### src/rtl/core/i2a_pkg.sv
package i2a_pkg;

	// ASCII codes used by the character formatter.
	localparam logic [6:0] ASCII_MINUS    = 7'h2d;
	localparam logic [6:0] ASCII_ZERO     = 7'h30;
	// 'a' minus ten, so that digit ten maps onto 'a'.
	localparam logic [6:0] ASCII_HEX_BASE = 7'h57;
	localparam logic [3:0] DIGIT_TEN      = 4'd10;

	// Commands from the controller to the datapath.
	typedef struct packed {
		logic load;
		logic conv;
		logic skip;
		logic sign;
		logic emit;
	} i2a_cmd_t;

	// Status from the datapath to the controller.
	typedef struct packed {
		logic conv_last;
		logic top_zero;
		logic cnt_one;
		logic neg;
	} i2a_sts_t;

	// Maps one digit (0..15) onto its lower-case ASCII character.
	function automatic logic [6:0] digit_char(input logic [3:0] d);
		logic [6:0] c;
		if (d < DIGIT_TEN) begin
			c = ASCII_ZERO + {3'b000, d};
		end else begin
			c = ASCII_HEX_BASE + {3'b000, d};
		end
		return c;
	endfunction

endpackage

### src/rtl/core/integer_to_ascii_converter_unit.sv
// Channel   Handshake                  Payload
// --------  -------------------------  ---------------------------------
// request   start (taken when !busy)   value (signed), hex_mode
// result    char_valid (one cycle)     ascii_char, last
//
// Each request is rendered as ASCII text, one character per result, most
// significant character first. A decimal request passes through the
// shift-and-add-3 converter, and a hex request loads its digits directly.
// The digit register then strips leading zeros one digit per cycle and emits
// one character per cycle, with a minus sign first for a negative value. The
// digit register holds NDIG digits, where NDIG is the decimal digit count of
// 2^(VALUE_WIDTH-1) (ten at 32 bits). Reset clears the controller and the
// result strobe. The receiver cannot stall results.
module integer_to_ascii_converter_unit
	import i2a_pkg::*;
#(
	parameter int VALUE_WIDTH = 32
) (
	input  logic                          clk,
	input  logic                          arst_n,
	input  logic                          start,
	input  logic signed [VALUE_WIDTH-1:0] value,
	input  logic                          hex_mode,
	output logic                          busy,
	output logic                          char_valid,
	output logic [6:0]                    ascii_char,
	output logic                          last
);

	i2a_cmd_t cmd;
	i2a_sts_t sts;

	// The controller sequences load, conversion, zero stripping and emission.
	i2a_ctrl u_ctrl (
		.clk      (clk),
		.arst_n   (arst_n),
		.start    (start),
		.hex_mode (hex_mode),
		.sts      (sts),
		.cmd      (cmd),
		.busy     (busy)
	);

	// The datapath holds the magnitude, the digit register and the result register.
	i2a_datapath #(
		.VALUE_WIDTH (VALUE_WIDTH)
	) u_datapath (
		.clk        (clk),
		.arst_n     (arst_n),
		.cmd        (cmd),
		.value      (value),
		.hex_mode   (hex_mode),
		.sts        (sts),
		.char_valid (char_valid),
		.ascii_char (ascii_char),
		.last       (last)
	);

endmodule

### src/rtl/core/i2a_ctrl.sv
module i2a_ctrl
	import i2a_pkg::*;
(
	input  logic     clk,
	input  logic     arst_n,
	input  logic     start,
	input  logic     hex_mode,
	input  i2a_sts_t sts,
	output i2a_cmd_t cmd,
	output logic     busy
);

	typedef enum logic [4:0] {
		ST_IDLE = 5'b00001,
		ST_CONV = 5'b00010,
		ST_SKIP = 5'b00100,
		ST_SIGN = 5'b01000,
		ST_EMIT = 5'b10000
	} state_t;

	state_t state_q;
	state_t state_d;

	always_comb begin
		state_d = state_q;
		cmd     = '0;
		unique case (state_q)
			ST_IDLE: begin
				if (start) begin
					cmd.load = 1'b1;
					state_d  = hex_mode ? ST_SKIP : ST_CONV;
				end
			end
			ST_CONV: begin
				cmd.conv = 1'b1;
				if (sts.conv_last) begin
					state_d = ST_SKIP;
				end
			end
			ST_SKIP: begin
				// Strip leading zero digits, but always keep the last one.
				if (sts.top_zero && !sts.cnt_one) begin
					cmd.skip = 1'b1;
				end else begin
					state_d = sts.neg ? ST_SIGN : ST_EMIT;
				end
			end
			ST_SIGN: begin
				cmd.sign = 1'b1;
				state_d  = ST_EMIT;
			end
			ST_EMIT: begin
				cmd.emit = 1'b1;
				if (sts.cnt_one) begin
					state_d = ST_IDLE;
				end
			end
			default: begin
				state_d = ST_IDLE;
			end
		endcase
	end

	always_ff @(posedge clk or negedge arst_n) begin
		if (!arst_n) begin
			state_q <= ST_IDLE;
		end else begin
			state_q <= state_d;
		end
	end

	assign busy = (state_q != ST_IDLE);

endmodule

### src/rtl/core/i2a_datapath.sv
module i2a_datapath
	import i2a_pkg::*;
#(
	parameter int VALUE_WIDTH = 32
) (
	input  logic                          clk,
	input  logic                          arst_n,
	input  i2a_cmd_t                      cmd,
	input  logic signed [VALUE_WIDTH-1:0] value,
	input  logic                          hex_mode,
	output i2a_sts_t                      sts,
	output logic                          char_valid,
	output logic [6:0]                    ascii_char,
	output logic                          last
);

	// Decimal digits of 2^(VALUE_WIDTH-1); always at least the hex digit count.
	localparam int NDIG = ((VALUE_WIDTH - 1) * 30103) / 100000 + 1;
	localparam int BW   = NDIG * 4;
	localparam int CW   = $clog2(NDIG + 1);
	localparam int KW   = $clog2(VALUE_WIDTH + 1);

	logic [BW-1:0]          bcd_q;
	logic [VALUE_WIDTH-1:0] bin_q;
	logic [KW-1:0]          bitcnt_q;
	logic [CW-1:0]          cnt_q;
	logic                   neg_q;
	logic                   strobe_q;
	logic [6:0]             char_q;
	logic                   last_q;

	logic [VALUE_WIDTH-1:0] mag;
	logic [BW-1:0]          adj;
	logic [3:0]             top;

	// Magnitude of the most negative value wraps to 2^(VALUE_WIDTH-1), as wanted.
	assign mag = value[VALUE_WIDTH-1] ? (~value + 1'b1) : value;
	assign top = bcd_q[BW-1 -: 4];

	// Shift-and-add-3 correction, one independent adjust per BCD digit.
	always_comb begin
		for (int i = 0; i < NDIG; i++) begin
			if (bcd_q[i*4 +: 4] >= 4'd5) begin
				adj[i*4 +: 4] = bcd_q[i*4 +: 4] + 4'd3;
			end else begin
				adj[i*4 +: 4] = bcd_q[i*4 +: 4];
			end
		end
	end

	always_ff @(posedge clk) begin
		if (cmd.load) begin
			neg_q    <= value[VALUE_WIDTH-1];
			bin_q    <= mag;
			bitcnt_q <= KW'(VALUE_WIDTH);
			cnt_q    <= CW'(NDIG);
			if (hex_mode) begin
				bcd_q <= BW'(mag);
			end else begin
				bcd_q <= '0;
			end
		end else if (cmd.conv) begin
			bcd_q    <= {adj[BW-2:0], bin_q[VALUE_WIDTH-1]};
			bin_q    <= {bin_q[VALUE_WIDTH-2:0], 1'b0};
			bitcnt_q <= bitcnt_q - 1'b1;
		end else if (cmd.skip || cmd.emit) begin
			bcd_q <= {bcd_q[BW-5:0], 4'h0};
			cnt_q <= cnt_q - 1'b1;
		end
		if (cmd.sign) begin
			char_q <= ASCII_MINUS;
			last_q <= 1'b0;
		end else if (cmd.emit) begin
			char_q <= digit_char(top);
			last_q <= sts.cnt_one;
		end
	end

	always_ff @(posedge clk or negedge arst_n) begin
		if (!arst_n) begin
			strobe_q <= 1'b0;
		end else begin
			strobe_q <= cmd.sign | cmd.emit;
		end
	end

	assign sts.conv_last = (bitcnt_q == KW'(1));
	assign sts.top_zero  = (top == 4'h0);
	assign sts.cnt_one   = (cnt_q == CW'(1));
	assign sts.neg       = neg_q;

	assign char_valid = strobe_q;
	assign ascii_char = char_q;
	assign last       = last_q;

endmodule
### config.mk
export PLATFORM = sky130hd
export DESIGN_NAME = integer_to_ascii_converter_unit
export DESIGN_NICKNAME = d
export VERILOG_FILES = /design/src/rtl/core/i2a_pkg.sv /design/src/rtl/core/integer_to_ascii_converter_unit.sv /design/src/rtl/core/i2a_ctrl.sv /design/src/rtl/core/i2a_datapath.sv
export SDC_FILE = /design/constraint.sdc
export NUM_CORES = 1
export LEC_CHECK = 0
export BUFFER_PORTS_ARGS = -buffer_cell sky130_fd_sc_hd__clkbuf_2
export CAP_MARGIN = 20
export CORE_ASPECT_RATIO = 1.75
export CORE_MARGIN = 3
export CORE_UTILIZATION = 50
export DETAILED_ROUTE_END_ITERATION = 8
export GPL_ROUTABILITY_DRIVEN = 1
export HOLD_SLACK_MARGIN = 0.15
export PLACE_DENSITY_LB_ADDON = 0.1
export SLEW_MARGIN = 20
export SYNTH_ARGS = -nofsm -noshare
export SYNTH_HDL_FRONTEND = slang
export SYNTH_SLANG_ARGS = --single-unit
export TNS_END_PERCENT = 100
### constraint.sdc
create_clock -name clk -period 3.82 [get_ports clk]
set_clock_uncertainty 0.15 [all_clocks]
set_input_delay 0.573 -clock clk [delete_from_list [all_inputs] [get_ports clk]]
set_output_delay 0.573 -clock clk [all_outputs]
set_load 0.02 [all_outputs]
==> results of run 1 <==
==> power breakdown <==
group,internal [W],switching (W),total [W]
clock,0.000571,0.000384,0.000955
combinational,0.000895,0.00136,0.00226
sequential,0.00188,0.000407,0.00229
==> layout make-up <==
cell class | instances | area share [%]
Clock inverter | 5 | 1.24
Timing Repair Buffer | 54 | 4.51
Inverter | 32 | 1.84
Tap cell | 132 | 2.52
Clock buffer | 10 | 3.50
Sequential cell | 97 | 41.3
Multi-Input combinational cell | 456 | 45.0
==> kinds of logic (layout without fill, tap and decap cells) <==
kind of cell,after synthesis,count (layout),share of synthesized area [%]
adders and majority gates,25,25,5.33
buffers and inverters,59,101,3.90
AOI/OAI and AO/OA,188,188,19.9
xor gates and xnor gates,44,44,6.82
DFF,97,97,46.0
muxes,11,11,1.90
and+or+nand+nor,188,188,16.1
==> final timing paths <==
path / startpoint / to / cells after the start
hold / removal: u_datapath.ascii_char[5] / u_datapath.ascii_char[5] / 1
setup / recovery: u_ctrl.state_q[3] / u_datapath.bcd_q[36] / 7
max in group asynchronous: arst_n / u_ctrl.state_q[0] / 2
hold reg to reg: u_datapath.ascii_char[5] / u_datapath.ascii_char[5] / 1
min in group asynchronous: arst_n / u_datapath.char_valid / 2
setup reg to reg: u_ctrl.state_q[3] / u_datapath.bcd_q[36] / 7
==> per-stage QoR <==
step | instances | hold WS [ns] | total power, W
global placement | 770 | 0.252 | 0.00449
global route | 786 | 0.317 | 0.00596
detailed placement | 770 | 0.258 | 0.00459
finish | 786 | 0.297 | 0.00550
CTS | 786 | 0.301 | 0.00555
floorplan | 612 | 0.127 | 0.00391
==> sequential cells by signal, indices dropped and copies added, names as in the netlist <==
register               flops
u_datapath.bin_q          32
u_datapath.ascii_char      7
u_datapath.neg_q           1
u_ctrl.state_q             5
u_datapath.bitcnt_q        6
u_datapath.char_valid      1
u_datapath.bcd_q          40
u_datapath.cnt_q           4
u_datapath.last            1
==> synthesized netlist by cell type (2+ instances only) <==
library cell                count
sky130_fd_sc_hd__nor4_1         5
sky130_fd_sc_hd__clkbuf_1      25
sky130_fd_sc_hd__nand4_1        2
sky130_fd_sc_hd__o221ai_1       2
sky130_fd_sc_hd__a22oi_1       13
sky130_fd_sc_hd__o211ai_1       2
sky130_fd_sc_hd__nand3b_1       4
sky130_fd_sc_hd__mux2i_1       10
sky130_fd_sc_hd__o21ai_1        2
sky130_fd_sc_hd__o31ai_4        3
sky130_fd_sc_hd__nand3_1        7
sky130_fd_sc_hd__nor3b_1       13
sky130_fd_sc_hd__xor2_2         2
sky130_fd_sc_hd__xnor2_1       16
sky130_fd_sc_hd__a211oi_1       3
sky130_fd_sc_hd__nor2_1        30
sky130_fd_sc_hd__inv_1         32
sky130_fd_sc_hd__a31oi_1        4
sky130_fd_sc_hd__o311ai_0       2
sky130_fd_sc_hd__nand2_1       77
sky130_fd_sc_hd__a21oi_1       45
sky130_fd_sc_hd__a2bb2oi_1      5
sky130_fd_sc_hd__or4_4          2
sky130_fd_sc_hd__nor3_1        11
sky130_fd_sc_hd__xor2_1        26
sky130_fd_sc_hd__o221ai_2       2
sky130_fd_sc_hd__ha_1          25
sky130_fd_sc_hd__o22ai_1       11
sky130_fd_sc_hd__or2_2          2
sky130_fd_sc_hd__o41ai_1        4
sky130_fd_sc_hd__or4_1          4
sky130_fd_sc_hd__and3_1         2
sky130_fd_sc_hd__o31ai_1        9
sky130_fd_sc_hd__nand2b_1      11
sky130_fd_sc_hd__or3_1          9
sky130_fd_sc_hd__dfrtp_1        5
sky130_fd_sc_hd__dfxtp_1       18
sky130_fd_sc_hd__edfxtp_1      73
sky130_fd_sc_hd__and3b_1        2
sky130_fd_sc_hd__o21ai_0       77
==> worst register-to-register path: stages, from the launching register on <==
cell	delay [ns]
sky130_fd_sc_hd__dfrtp_1	0.46
sky130_fd_sc_hd__nor3_1	0.53
sky130_fd_sc_hd__and3_1	0.42
sky130_fd_sc_hd__nor2_2	0.10
sky130_fd_sc_hd__buf_4	0.27
sky130_fd_sc_hd__inv_1	0.12
sky130_fd_sc_hd__buf_4	0.44
sky130_fd_sc_hd__o22ai_1	0.16
==> layer usage <==
| layer | global-route usage, % | vias up | wire length (µm) | part of all wire [%] |
|---|---|---|---|---|
| li1 | - | 2322 | - | - |
| met1 | 26.0 | 2246 | 5620 | 41 |
| met2 | 41.4 | 122 | 7450 | 54 |
| met3 | 2.87 | 12 | 468 | 3.4 |
| met4 | 7.53 | 0 | 228 | 1.7 |
| met5 | 0 | - | 0 | 0 |
==> summary.txt, run 1 <==
Setup path
  • Type of the setup path with the least slack: reg -> reg
  • Launching element type of the critical path: flip-flop
  • Reg2Reg Setup Slack: 0.93 ns
  • Worst-path fanout max: 36
  • Data arrival, critical path: 2.81 ns
  • Critical path's top delay family: simple AND/OR/NAND/NOR gates
  • CP cell instances: nor3_1 -> and3_1 -> nor2_2 -> buf_4 -> inv_1 -> buf_4 -> o22ai_1
  • Endpoint kind of the worst setup timing path: flip-flop
  • Critical Path RT: 3.74 ns
  • Most numerous cell on the critical path: sky130_fd_sc_hd__buf_4
  • Buffer and inverter count on the worst path: 3
  • Max stage delay on crit path: 0.52 ns
  • Slowest-stage cell, CP: sky130_fd_sc_hd__nor3_1

Power
  • Leak: 2.57 nW
  • Worst supply voltage drop on vdd: 0.315 mV
  • Power density cells: 841 mW/mm²

STA
  • Final Hold Fails: 0
  • Final Slew Violations: 0
  • Setup slack after layout: 0.925 ns
  • Max-slew headroom at the worst pin: 49.2%
  • Endpoints failing setup: 0
  • Unrepaired setup endpoints after global routing: no
  • Fin crit share: 75.8%
  • Tmin final: 2.89 ns
  • Max Clk Rate: 0.345 GHz
  • Sum of negative setup slack: 0 ns
  • Slew at the pin closest to its max-slew limit: 0.762 ns

Synthesis
  • Yosys synthesis warning count: 0
  • Register area share after synthesis: 46.0%
  • Flip-flop and latch count after synthesis: 97
  • Number of distinct library cells after synthesis: 55
  • Number of enable-type register cells in the synthesized netlist: 73
  • Netlist area before placement: 0.00587 mm²
  • Synth Net Count: 673
  • Portion of synthesized cell area occupied by the leading cell type: 37.3%
  • Most used flip-flop cell after synthesis: sky130_fd_sc_hd__edfxtp_1
  • Cell type with the highest aggregate area in the netlist: sky130_fd_sc_hd__edfxtp_1
  • Cells after synthesis: 612
  • Average footprint of a synthesized cell: 9.59 µm²
  • Async SR Flop Fraction: 6.19%
  • Main area contributors after synthesis: sky130_fd_sc_hd__edfxtp_1, sky130_fd_sc_hd__o21ai_0, sky130_fd_sc_hd__dfxtp_1, sky130_fd_sc_hd__ha_1, sky130_fd_sc_hd__nand2_1

CTS
  • Gates resized, CTS repair: 0
  • Total CTS buffers: 9
  • H-Tree Depth: 3
  • Clk Tree Root Cell: sky130_fd_sc_hd__clkbuf_16
  • CTS Buffer Depth: 2
  • Number of clock sinks seen by CTS: 97
  • Post-CTS Setup Repair Bufs: 0
  • Clock tree from TritonCTS: yes
  • Worst-path clk slew: 0.06 ns
  • Hold-fix buffer count after cts: 1
  • Clk_lat worst skew: 0.34 ns

Finish
  • Fin util: 57.9%
  • Sequential Area: 0.00270 mm²
  • Multi-input combinational cell area: 0.00295 mm²
  • Final-stage net count: 711
  • Fill cell instance count of the final layout: 1000
  • Ant. Diodes: 0
  • Commonest cells after routing, fill and taps aside: sky130_fd_sc_hd__nand2_1, sky130_fd_sc_hd__o21ai_0, sky130_fd_sc_hd__edfxtp_1, sky130_fd_sc_hd__a21oi_1, sky130_fd_sc_hd__clkbuf_2
  • Final design instance area without fill: 0.00654 mm²
  • Area growth syn-to-layout: 11.4%
  • Layout cells sized above 1: 13.1%

Run
  • Max-capacitance violation count: 0

Global route
  • Initial antenna violation count: 0
  • Wire length of the first global-routing pass: 22900 µm
  • Via count of the first global-routing pass: 4755
  • GRT Residual Overflow: 0
  • Maximum number of pins on one net before global-route repair: 42
  • Total global-route track usage: 22.4%

Place
  • Routability congestion estimate from global placement: 0.834
  • Placed cell areas: 0.00622 mm²
  • IO buf count: 45
  • HPWL after detailed placement: 10100 µm
  • Pre-CTS setup slack: 0.623 ns

Floorplanning
  • Effective utilization at floorplan: 52.0%
  • Core outline area: 0.0113 mm²
  • Die outline area: 0.0131 mm²
  • Overall die height: 149 µm
  • Overall die width: 87.9 µm
  • Std-Cell Rows: 51
  • # IOs: 46

Route
  • Drt via density: 5.98
  • DR vias: 4702
  • Final ANT Viol Nets: 0
  • Router iterations before antenna repair: 5
  • Total Routed Length: 13800 µm
  • Post-detailed-route DRC marker count: 0
  • Average wire per cell in the routed design: 17.5 µm
  • Number of design-rule violations left by the first detailed-router iteration: 220

Hold path
  • Hold Path Class: reg -> reg

Run status
  • Run status: completed
Note: power is estimated with default switching activity, not from simulation.
==> run 2, diff against run 1 <==
==> constraint.sdc (replaced) <==
create_clock -name clk -period 2.7 [get_ports clk]
set_clock_uncertainty 0.15 [all_clocks]
set_input_delay 0.405 -clock clk [delete_from_list [all_inputs] [get_ports clk]]
set_output_delay 0.405 -clock clk [all_outputs]
set_load 0.02 [all_outputs]
==> run 2 against run 1 <==
Combinational power up 50%; die area unchanged; final cell count up 3.6%; wire length up 6.2%; hold slack worse by 0.13 ns; global-route usage up 1.5 points; non-clock buffer count up 27; core utilization up 1.8 points; critical endpoint is now u_datapath.bcd_q[22].
==> summary.txt, run 2 (synthesized netlist as in run 1, its figures left out) <==
Finish
  • Area growth syn-to-layout: 14.9%
  • Fin util: 59.7%
  • Commonest cells after routing, fill and taps aside: sky130_fd_sc_hd__nand2_1, sky130_fd_sc_hd__o21ai_0, sky130_fd_sc_hd__edfxtp_1, sky130_fd_sc_hd__a21oi_1, sky130_fd_sc_hd__clkbuf_2
  • Non-filler instance count after layout: 814
  • Ant. Diodes: 0
  • Layout cells sized above 1: 16.9%
  • Final-stage net count: 738
  • Largest reg by FF count: u_datapath.bcd_q
  • Number of flip-flops under the largest register name: 40

Setup path
  • Slowest-stage cell, CP: sky130_fd_sc_hd__or4_4
  • Type of the setup path with the least slack: in -> reg
  • Launching element type of the critical path: primary input
  • Critical Path RT: 2.62 ns
  • Max stage delay on crit path: 0.59 ns
  • Critical path's top delay family: simple AND/OR/NAND/NOR gates
  • Data arrival, critical path: 2.41 ns
  • CP cell instances: clkbuf_2 -> inv_1 -> ha_2 -> or4b_4 -> or4_4 -> o31ai_4 -> xor2_1 -> o221ai_1
  • Endpoint kind of the worst setup timing path: flip-flop
  • Worst-path fanout max: 7
  • Buffer and inverter count on the worst path: 2

Power
  • Overall power: 0.00782 W
  • Leak: 2.68 nW
  • Worst supply voltage drop on vdd: 0.733 mV
  • Power density cells: 1160 mW/mm²

CTS
  • Total CTS buffers: 9
  • H-Tree Depth: 3
  • Worst-path clk slew: 0.07 ns
  • Clock tree from TritonCTS: yes
  • Gates resized, CTS repair: 0
  • CTS Buffer Depth: 2
  • Clk Tree Root Cell: sky130_fd_sc_hd__clkbuf_16
  • Number of clock sinks seen by CTS: 97
  • Clk_lat worst skew: 0.35 ns

Route
  • Average wire per cell in the routed design: 18.0 µm
  • Total Routed Length: 14600 µm
  • Drt via density: 5.99
  • Number of design-rule violations left by the first detailed-router iteration: 284
  • Final ANT Viol Nets: 0
  • DR vias: 4876
  • Post-detailed-route DRC marker count: 0
  • Router iterations before antenna repair: 4

STA
  • Final Slew Violations: 0
  • Setup slack after layout: 0.209 ns
  • Max Clk Rate: 0.401 GHz
  • Unrepaired setup endpoints after global routing: no
  • Final Hold Fails: 0
  • Max-slew headroom at the worst pin: 62.0%
  • Endpoints failing setup: 0
  • Sum of negative setup slack: 0 ns
  • Tmin final: 2.49 ns
  • Fin crit share: 92.3%
  • Slew at the pin closest to its max-slew limit: 0.565 ns

Global route
  • Via count of the first global-routing pass: 5065
  • Total global-route track usage: 23.9%
  • Maximum number of pins on one net before global-route repair: 42
  • Met3 Resource Use GR: 3.43%
  • Most used routing layer: met2
  • Met2 Usage GRT: 45.0%
  • Initial antenna violation count: 0
  • Wire length of the first global-routing pass: 24400 µm
  • Met1 usage: 26.0%
  • GRT Residual Overflow: 0

Floorplanning
  • # IOs: 46
  • Core outline area: 0.0113 mm²
  • Die outline area: 0.0131 mm²
  • Std-Cell Rows: 51
  • Overall die width: 87.9 µm
  • Overall die height: 149 µm
  • Effective utilization at floorplan: 52.0%

Hold path
  • Hold Path Class: in -> reg

Place
  • Pre-CTS setup slack: -0.144 ns
  • IO buf count: 45
  • HPWL after detailed placement: 11100 µm
  • Routability congestion estimate from global placement: 0.885
  • Placed instance count: 796

Run status
  • Run status: completed

Run
  • Max-capacitance violation count: 0
run 2: cell count changes in the layout (fill, tap and decap cells not counted):
cell,previous run,this run
sky130_fd_sc_hd__bufinv_16,2,0
sky130_fd_sc_hd__buf_4,8,32
sky130_fd_sc_hd__nand3_2,1,0
sky130_fd_sc_hd__clkinv_2,1,3
sky130_fd_sc_hd__ha_2,0,1
sky130_fd_sc_hd__dlygate4sd3_1,1,2
sky130_fd_sc_hd__ha_1,25,24
sky130_fd_sc_hd__nand3_4,0,1
sky130_fd_sc_hd__buf_12,0,2
sky130_fd_sc_hd__inv_1,32,31
sky130_fd_sc_hd__inv_6,0,2
run 2: through the flow:
step,instance area [µm²],hold WS (ns)
floorplan,5890,-0.0406
global placement,6450,0.0824
detailed placement,6450,0.0969
CTS,6750,0.151
global route,6750,0.157
finish,6750,0.164
run 2: worst register-to-register path: stages (launching register included):
cell and delay [ns]:
sky130_fd_sc_hd__dfrtp_1 0.45, sky130_fd_sc_hd__nor3_1 0.52, sky130_fd_sc_hd__nand3b_1 0.46, sky130_fd_sc_hd__buf_4 0.36
sky130_fd_sc_hd__buf_4 0.18, sky130_fd_sc_hd__o221ai_1 0.15
run 2: power by group:
| group | switching (W) | internal (W) | leakage (nW) | total (W) |
|---|---|---|---|---|
| clock network | 0.000569 | 0.000629 | 0.137 | 0.00120 |
| logic | 0.00201 | 0.00138 | 1.63 | 0.00340 |
| registers | 0.000575 | 0.00266 | 0.919 | 0.00323 |
| total | 0.00316 | 0.00467 | 2.68 | 0.00782 |
run 2: final cells by class:
| type | instances | area, µm² |
|---|---|---|
| Sequential cell | 97 | 2700 |
| Clock inverter | 6 | 41.3 |
| Multi-Input combinational cell | 456 | 2960 |
| Clock buffer | 10 | 229 |
| Tap cell | 132 | 165 |
| Inverter | 32 | 124 |
| Timing Repair Buffer | 81 | 526 |
| Fill cell | 987 | 4550 |
run 2: what timing repair did:
action	CTS	global route
hold buffers	2	0
setup endpoints to repair	0	0
hold endpoints to repair	7	0
buffers inserted	0	0
run 2: worst paths after layout:
kind	slack, ns	depth (start not counted)	from	endpoint
setup / recovery	0.21	8	value[0]	u_datapath.bcd_q[22]
hold / removal	0.16	2	hex_mode	u_ctrl.state_q[1]
setup reg to reg	0.25	5	u_ctrl.state_q[3]	u_datapath.bcd_q[22]
hold reg to reg	0.30	1	u_datapath.ascii_char[5]	u_datapath.ascii_char[5]
max in group asynchronous	1.90	2	arst_n	u_ctrl.state_q[0]
min in group asynchronous	0.27	2	arst_n	u_datapath.char_valid
run 2: per-layer routing:
metal	vias to the layer above	part of all wire, %
li1	2372	-
met1	2352	37
met3	25	3.8
met4	0	2.7
met5	-	0
met2	127	56
